===== src/rtl/core/sgc_divider.sv =====
// sgc_divider: restoring divider, one quotient bit per cycle, rounds to nearest
// computes (num + den/2) / den for unsigned operands; uses no package items
module sgc_divider #(
  parameter int NUM_W = 37,
  parameter int DEN_W = 21
) (
  input  logic               clk,
  input  logic               rst,
  input  logic               start,
  input  logic [NUM_W-1:0]   num,
  input  logic [DEN_W-1:0]   den,
  output logic               done,
  output logic [NUM_W:0]     quot
);

  localparam int NW = NUM_W + 1;
  localparam int CW = $clog2(NW + 1);

  logic [NW-1:0]  dvd;
  logic [DEN_W:0] rem;
  logic [DEN_W-1:0] dreg;
  logic [CW-1:0]  cnt;
  logic           run;
  logic [DEN_W:0] rs;
  logic           ge;

  assign rs   = {rem[DEN_W-1:0], dvd[NW-1]};
  assign ge   = rs >= {1'b0, dreg};
  assign quot = dvd;

  always_ff @(posedge clk) begin
    if (rst) begin
      run  <= 1'b0;
      done <= 1'b0;
      cnt  <= '0;
    end else begin
      if (start) begin
        done <= 1'b0;
        run  <= 1'b1;
        cnt  <= CW'(NW);
        dreg <= den;
        rem  <= '0;
        // rounding bias added before the bit loop
        dvd  <= {1'b0, num} + NW'(den >> 1);
      end else if (run) begin
        rem <= ge ? rs - {1'b0, dreg} : rs;
        dvd <= {dvd[NW-2:0], ge};
        cnt <= cnt - 1'b1;
        if (cnt == CW'(1)) begin
          run  <= 1'b0;
          done <= 1'b1;
        end else begin
          done <= 1'b0;
        end
      end else begin
        done <= 1'b0;
      end
    end
  end

  dvd_ok_a: assert property (@(posedge clk) disable iff (rst)
    start |=> run && !done)
    else $error("divider did not start");
  done_a: assert property (@(posedge clk) disable iff (rst)
    done |-> !run)
    else $error("divider done while running");
  cnt_a: assert property (@(posedge clk) disable iff (rst)
    run |-> cnt != '0)
    else $error("divider count ran out");

endmodule


===== config.mk =====
export PLATFORM = sky130hd
export DESIGN_NAME = sgc_divider
export DESIGN_NICKNAME = d
export VERILOG_FILES = /design/src/rtl/core/sgc_divider.sv
export SDC_FILE = /design/constraint.sdc
export NUM_CORES = 1
export LEC_CHECK = 0
export ABC_AREA = 1
export BUFFER_PORTS_ARGS = -buffer_cell sky130_fd_sc_hd__buf_2
export CELL_PAD_IN_SITES_DETAIL_PLACEMENT = 0
export CELL_PAD_IN_SITES_GLOBAL_PLACEMENT = 1
export CORE_AREA = 2 2 125 127
export CTS_BUF_LIST = sky130_fd_sc_hd__clkbuf_4
export DETAILED_ROUTE_END_ITERATION = 8
export DIE_AREA = 0 0 127 129
export HOLD_SLACK_MARGIN = 0.03
export PLACE_DENSITY_LB_ADDON = 0.08
export SYNTH_ARGS = -nofsm -noshare
export SYNTH_HDL_FRONTEND = slang
export SYNTH_SLANG_ARGS = --single-unit

===== constraint.sdc =====
create_clock -name clk -period 5.7 [get_ports clk]
set_input_delay 0.57 -clock clk [delete_from_list [all_inputs] [get_ports clk]]
set_output_delay 0.57 -clock clk [all_outputs]
set_load 0.03 [all_outputs]

**Word level (Yosys, flattened, before mapping)**

Index checks and enable logic that the tools add are counted.
Widths: inputs -> output; s select.

- Add/sub/neg operators: 3
- Magnitude comparators: 1
- Equality and inequality tests: 1
- Mux-type cells: 10
- Bitwise gates (word level): 2
- Reduce and logical (&&, ||, !) cells: 5

Operator list:

| cell | count |
|---|---|
| $mux 38 | 2 |
| $mux 21 | 2 |
| $add 37x20->38 | 1 |
| $ge 22x21->1 | 1 |
| $sub 21x21->21 | 1 |
| $mux 6 | 2 |
| $eq 6x1->1 const B | 1 |
| $sub 6x1->6 const B | 1 |
| $mux 1 | 4 |
| $reduce_and 2->1 | 2 |
| $reduce_or 3->1 | 1 |
| $not 1->1 | 2 |
| $reduce_bool 2->1 | 1 |
| $reduce_or 2->1 | 1 |

- Register bits: 88
- Input bits: 61
- Output and inout bits: 39
- Logic and storage cells: 29

**Longest topological paths before layout**

Gate-level depths: netlist (run 1).

- Word-level depth: 4
- Mapped depth: 14
- Mapped depth without buffers: 14

**Worst setup path after synthesis (run 1)**

OpenSTA, ideal clock, no wires.

- Path type: in2reg
- Start: input port start
- End: register dvd[0], in the netlist quot[0] (enable)
- Setup time: 0.477 ns
- Arrival: 3.365 ns
- Path slack: 1.858 ns
- Stages: 3
- Cell sequence: clkbuf_1 nor2_1 nor2_1

- Longest elaborated chain between the ends: 2

Ends and longest elaborated chain:

| element | line | RTL |
|---|---|---|
| from (decl) | 9 | `input logic start,` |
| $reduce_bool 2->1 (no source line) | - |  |
| $reduce_and 2->1 (no source line) | - |  |
| to (signal assigned) | 44 | `dvd <= {1'b0, num} + NW'(den >> 1);` |
| to (signal assigned) | 47 | `dvd <= {dvd[NW-2:0], ge};` |
| to (decl) | 19 | `logic [NW-1:0] dvd;` |

Every way passes these cells.
A chain may end at the register's enable or synchronous reset.

**Worst setup path after layout (run 1)**

- Start: register dvd[37], in the netlist quot[37]
- End: register rem[14] (data pin)

- Longest elaborated chain between the ends: 3
- Elaborated cells on any way between the ends: 4

Ends and longest elaborated chain:

| element | line | RTL |
|---|---|---|
| $sub 21x21->21 or $ge 22x21->1 (tied branches) | 46, 28 |  |
| $mux 21 (*) | 46 | `rem <= ge ? rs - {1'b0, dreg} : rs;` |
| $mux 21 (*) | 45 | `end else if (run) begin` |
| to (signal assigned) | 46 |  |
| to (decl) | 20 | `logic [DEN_W:0] rem;` |

Every way passes the cells marked *; elsewhere a longest branch is shown, timed or not. The select of a mux whose other input is x is not followed.

==> results of run 1 <==
## worst min-delay path by stage
stage | start | endpoint | slack [ps] | cells past startpoint
2_1_floorplan | cnt[3] | cnt[3] | 470 | 2
3_3_place_gp | cnt[3] | cnt[3] | 490 | 2
3_5_place_dp | cnt[3] | cnt[3] | 500 | 2
4_1_cts | den[0] | dreg[0] | 250 | 1
5_1_grt | den[0] | dreg[0] | 250 | 1
6_report | den[0] | dreg[0] | 290 | 1
## power by group
group | internal [uW] | leakage [uW] | total [uW] | switching, uW
sequential | 776 | 0.000834 | 805 | 29.2
combinational | 207 | 0.00280 | 624 | 417
clock | 94.3 | 0.0000719 | 334 | 240
total | 1080 | 0.00371 | 1760 | 686
## flip-flops by register name, indices dropped and copies added (netlist names)
signal  count
dreg       21
cnt         6
done        1
quot       38
run         1
rem        21
## Yosys cell counts (2+ instances only)
cell	instances
a21oi_1	47
and2_1	2
buf_6	3
clkbuf_1	10
dfxtp_1	8
edfxtp_1	80
fa_1	2
ha_1	43
inv_1	135
nand2_1	277
nand2_2	8
nand3_1	72
nand3b_1	7
nand4_1	12
nor2_1	102
nor2_2	6
nor3_1	19
nor4_1	4
o21ai_0	54
o21ai_1	5
or2_2	6
xnor2_1	16
xor2_1	11
## metal layers
metal	global-route usage	share of wire	vias up
met4	0.0795	0.025	0
met1	0.327	0.46	2907
li1	-	-	3277
met5	0	0	-
met3	0.0316	0.040	26
met2	0.418	0.47	151
## kinds of logic (layout without fill, tap and decap cells)
group	after synthesis	in the layout	synth area share
AOI/OAI and AO/OA	113	113	0.0868
xor gates and xnor gates	27	27	0.0350
adders and majority gates	45	45	0.0855
buffers and inverters	152	255	0.0882
DFF	88	88	0.379
other	0	1	0
and+or+nand+nor	519	519	0.326
## metrics by stage
step / instances / util
detailed placement: 1219 / 0.497
global placement: 1219 / 0.497
global route: 1236 / 0.505
finish: 1236 / 0.505
floorplan: 944 / -
CTS: 1235 / 0.505
## cell type report
| class | instances | area (um^2) |
|---|---|---|
| flip-flops and latches | 88 | 2560 |
| clock inverters | 7 | 51.3 |
| diodes | 1 | 2.50 |
| well taps | 188 | 235 |
| repair buffers | 101 | 510 |
| multi-input cells | 704 | 3610 |
| inverters | 138 | 520 |
| clock buffers | 9 | 67.6 |
| fillers | 1608 | 7410 |
## worst max-delay path: cells and delay by family (launching register included)
kind	cells	cell delay [ps]
simple gates	8	820
flops	1	420
buf+inv	2	220
fa+ha+maj	2	670
compound gates	1	260
==> run_results.csv, run 1 <==
group,metric,value,unit
die,die_w,127,um
global_route,grt_pass1_vias,6228,
clock_network,cts-resized-gates,0,
synth,syn_area,6760,um^2
sta,max-slew-margin-rel,0.289,
synth,ys_top_cells_by_area,"edfxtp_1 (36%), nand2_1 (15%), ha_1 (8.0%)",
critical_path,timing.rr.end,"rem[14]",
clock_network,cts_inserted_buffers,9,
sta,whs,285,ps
sta,setup_slack,3080,ps
clock_network,clkSinkCount,88,
critical_path,cpMostUsedCell,"nand2_2",
clock_network,cts_setup_buffers,0,
die,core,15000,um^2
place,dpl_worst_slack,2860,ps
critical_path,r2r_cells,13,
sta,slew_violations,0,
critical_path,worstSetupEndpointType,"flop",
clock_network,clockBufferDepth,2,
global_route,grt_usage,0.246,
synth,synth_warnings,0,
global_route,grt_pass1_wl,31500,um
sta,fin_skew,21.7,ps
synth,synth_edf_count,80,
sta,finalCritPeriodShare,0.460,
synth,dominantRegCellSynth,"edfxtp_1",
synth,synth_seq_cells,88,
detailed_routing,route.detailed.drc,0,
clock_network,htreeDepth,3,
detailed_routing,antenna_left,0,
sta,setup_tns,0,ps
critical_path,cp.required,5930,ps
synth,synth_nets,1050,
finish,final_common_cell,"nand2_1",
synth,yosysTopAreaCell,"edfxtp_1",
pwr,ir_drop,0.104,mV
detailed_routing,drt_iter0_markers,414,
detailed_routing,routedWlPerCell,15.7,um
run_status,status,"complete, no violations",
critical_path,startpoint,"quot[37]",
pwr,total_power,1760,uW
finish,fin_area,7560,um^2
sta,hold_viol,0,
critical_path,critical_path_peak_fanout,27,
critical_path,critPathKind,"flop to flop",
global_route,grt_overflow_total,0,
sta,clock.fmax,381,MHz
synth,syn_avg_cell_area,7.17,um^2
synth,yosysSeqAreaShare,0.379,
die,rows,45,
clock_network,hold_buffers,0,
place,place_congestion,0.895,
pwr,p_leak,0.00371,uW
detailed_routing,drt-total-wl,19400,um
critical_path,cp.arrival,2860,ps
pwr,power_density,233,nW/um^2
clock_network,cts_tree,"yes",
place,placed_cell_area,7440,um^2
sta,setup_viol,0,
finish,mostFrequentLayoutCells,"nand2_1 (277), inv_1 (135), nor2_1 (100)",
finish,drive_gt1_frac,0.139,
synth,synthArstFlopShare,0,
global_route,grt_max_degree,79,
detailed_routing,drt_pass1_iterations,7,
place,dp_hpwl,15500,um
detailed_routing,vias,6361,
finish,areaGrowthSynthToFinish,11.8,%
clock_network,path_clk_slew,160,ps
clock_network,clockRootBuffer,"clkbuf_4",
die,die_area,16400,um^2
sta,period_minus_slack,2620,ps
critical_path,cp-start-kind,"flop",
critical_path,r2r_start,"quot[37]",
sta,rsz0062_at_grt,"false",
worst_hold_path,hp-class,"input port to flop",
critical_path,crit_path_cell_trace,"inv_1, ha_1, fa_1, o21ai_2, nand2_2, nand2_2, nand2_2, nand2_2, nand2_2, nand2_4, inv_4, nor2_1, nor2_1",
clock_network,clock_latency,460,ps
detailed_routing,via_per_inst,5.15,
synth,synth_cells,944,
place,io_buffer_count,99,
die,initial_core_util,0.452,
die,io_pins,100,
finish,fin_nets,1148,
synth,synth_top_area_frac,0.355,
sta,max_slew.worst_pin.slew,1070,ps
critical_path,critPathSlowestCell,"fa_1",
global_route,antenna_found_initial,1,
critical_path,reg2reg_slack,3080,ps
critical_path,slowest_delay,440,ps
die,die_h,129,um
job,cap_violations,0,
synth,synth_cell_types,38,
critical_path,cp-endpoint,"rem[14]",
Note: power is estimated with default switching activity, not from simulation.
==> run 2: changes to the inputs <==
--- a/config.mk
+++ b/config.mk
@@ -9,10 +9,10 @@
 export BUFFER_PORTS_ARGS = -buffer_cell sky130_fd_sc_hd__buf_2
 export CELL_PAD_IN_SITES_DETAIL_PLACEMENT = 0
 export CELL_PAD_IN_SITES_GLOBAL_PLACEMENT = 1
-export CORE_AREA = 2 2 125 127
+export CORE_AREA = 2 2 129 131
 export CTS_BUF_LIST = sky130_fd_sc_hd__clkbuf_4
 export DETAILED_ROUTE_END_ITERATION = 8
-export DIE_AREA = 0 0 127 129
+export DIE_AREA = 0 0 131 133
 export HOLD_SLACK_MARGIN = 0.03
 export PLACE_DENSITY_LB_ADDON = 0.08
 export SYNTH_ARGS = -nofsm -noshare
==> constraint.sdc (replaced) <==
create_clock -name clk -period 2.7 [get_ports clk]
set_input_delay 0.27 -clock clk [delete_from_list [all_inputs] [get_ports clk]]
set_output_delay 0.27 -clock clk [all_outputs]
set_load 0.03 [all_outputs]
==> run 2 against run 1 <==
Global-route usage fell by 0.69 points; register-to-register slack worse by 2800 ps; die area is 6.3% higher; maximum frequency is 6.4% higher; final cell count up 5.1%; clock power is 140% higher; utilization down 1.5 points; clock-buffer cell count is the same; largest cell class unchanged; largest power group unchanged; highest routed layer unchanged.
==> run_results.csv, run 2 (same netlist as run 1, synthesis figures left out) <==
group,metric,value,unit
pwr,p_leak,0.00385,uW
critical_path,cp.arrival,2720,ps
critical_path,worst-path-stages,12,
critical_path,critPathSlowestCell,"edfxtp_1",
critical_path,crit_family,"compound AO/OA/AOI/OAI gates",
place,placed_cells,1260,
finish,nFillCells,1703,
global_route,met2_usage,0.396,
die,die_h,133,um
worst_hold_path,hold_depth,4,
die,io_pins,100,
global_route,grt_overflow_total,0,
detailed_routing,via_per_inst,4.93,
pwr,power_density,489,nW/um^2
finish,multi_input_area,3620,um^2
finish,stdcell_count,1299,
critical_path,cp-start-kind,"flop",
detailed_routing,drt_iter0_markers,402,
sta,period_minus_slack,2470,ps
worst_hold_path,hp-class,"input port to flop",
detailed_routing,routedWlPerCell,15.2,um
sta,setup_slack,234,ps
sta,finalCritPeriodShare,0.913,
finish,fin_area,7930,um^2
sta,hold_viol,0,
global_route,use_met1,0.325,
clock_network,cts_inserted_buffers,9,
critical_path,timing.rr.end,"rem[7]",
place,placed_cell_area,7550,um^2
clock_network,clockBufferDepth,2,
die,initial_core_util,0.418,
global_route,grt_usage,0.239,
critical_path,reg2reg_slack,230,ps
run_status,status,"complete, no violations",
die,rows,47,
die,die_area,17400,um^2
clock_network,clockRootBuffer,"clkbuf_4",
critical_path,slowest_delay,440,ps
finish,largest_register_ffs,38,
finish,final_common_cell,"nand2_1",
critical_path,path_buf_inv,1,
job,cap_violations,0,
clock_network,path_clk_slew,170,ps
sta,slew_violations,0,
finish,mostFrequentLayoutCells,"nand2_1 (277), inv_1 (135), nor2_1 (100)",
finish,layout.area.seq,2560,um^2
pwr,ir_drop,0.210,mV
finish,drive_gt1_frac,0.145,
clock_network,clkSinkCount,88,
detailed_routing,antenna_left,0,
global_route,antenna_found_initial,1,
global_route,met3_usage,0.0348,
worst_hold_path,worstHoldEndpoint,"quot[36]",
sta,rsz0062_at_grt,"false",
sta,max_slew.worst_pin.slew,614,ps
critical_path,cp.required,2950,ps
place,place_congestion,0.874,
detailed_routing,vias,6407,
critical_path,critical_path_peak_fanout,19,
global_route,grt_pass1_wl,31900,um
global_route,grt_max_degree,38,
place,dpl_worst_slack,170,ps
finish,areaGrowthSynthToFinish,17.2,%
clock_network,clock_latency,480,ps
die,die_w,131,um
critical_path,r2r_cells,12,
global_route,grt_pass1_vias,6271,
critical_path,crit_path_cell_trace,"ha_1, a21oi_1, o21ai_4, nand2_2, nand2_2, nand2_2, nand2_2, nand2_2, nand2_4, buf_4, o21ai_0, nor2_1",
sta,fin_skew,23.6,ps
global_route,top_usage_layer,"met2",
die,core,16200,um^2
clock_network,cts_tree,"yes",
critical_path,critPathKind,"flop to flop",
place,dp_hpwl,16100,um
critical_path,worstSetupEndpointType,"flop",
sta,max-slew-margin-rel,0.590,
critical_path,cpMostUsedCell,"nand2_2",
sta,clock.fmax,405,MHz
finish,fin_nets,1179,
critical_path,r2r_start,"rem[2]",
worst_hold_path,hold_start,"num[36]",
detailed_routing,route.detailed.drc,0,
sta,setup_viol,0,
place,io_buffer_count,99,
detailed_routing,drt_pass1_iterations,5,
sta,setup_tns,0,ps
detailed_routing,drt-total-wl,19800,um
clock_network,htreeDepth,3,
==> run 2: worst min-delay path: cells and delay by family <==
kind	cells	cell delay [ps]
AND/OR/NAND/NOR	3	210
buffers and inverters	1	110
==> run 2: what timing repair did <==
action / 4_1_cts / 5_1_grt
hold endpoints to repair: 22 / 0
setup buffers: 0 / 0
hold buffers: 22 / 0
setup endpoints to repair: 0 / 11
resized for setup: 0 / 2
==> run 2: layout make-up <==
cell class	instances	share of cell area
multi-input combinational	704	0.457
inverter	138	0.0657
tap	220	0.0347
sequential	88	0.323
antenna	1	0.000316
clock buffer	9	0.00852
clock inverter	7	0.00963
timing repair buffer	132	0.101
==> run 2: stage by stage <==
stage / total power, uW / util / hold WS [ps]
2_1_floorplan: 2670 / - / 349
3_3_place_gp: 3080 / 0.467 / 457
3_5_place_dp: 3070 / 0.467 / 459
4_1_cts: 3930 / 0.489 / 146
5_1_grt: 4160 / 0.490 / 172
6_report: 3880 / 0.490 / 195
==> run 2: power by group <==
group	leakage, uW	switching [uW]	total, uW	internal (uW)
clock	0.0000812	522	814	292
combinational	0.00294	895	1370	475
sequential	0.000834	60.3	1700	1640
total	0.00385	1480	3880	2400
==> run 2: how the worst max path moves through the flow <==
stage	startpoint	endpoint
floorplan	start	quot[0]
global placement	quot[37]	rem[9]
detailed placement	quot[37]	rem[9]
CTS	quot[37]	rem[7]
global route	quot[37]	rem[1]
finish	rem[2]	rem[7]
==> run 2: per-layer routing <==
metal / up-vias / routed length (um)
met3: 18 / 734
met5: - / 0
li1: 3336 / -
met4: 0 / 290
met2: 152 / 9560
met1: 2901 / 9210
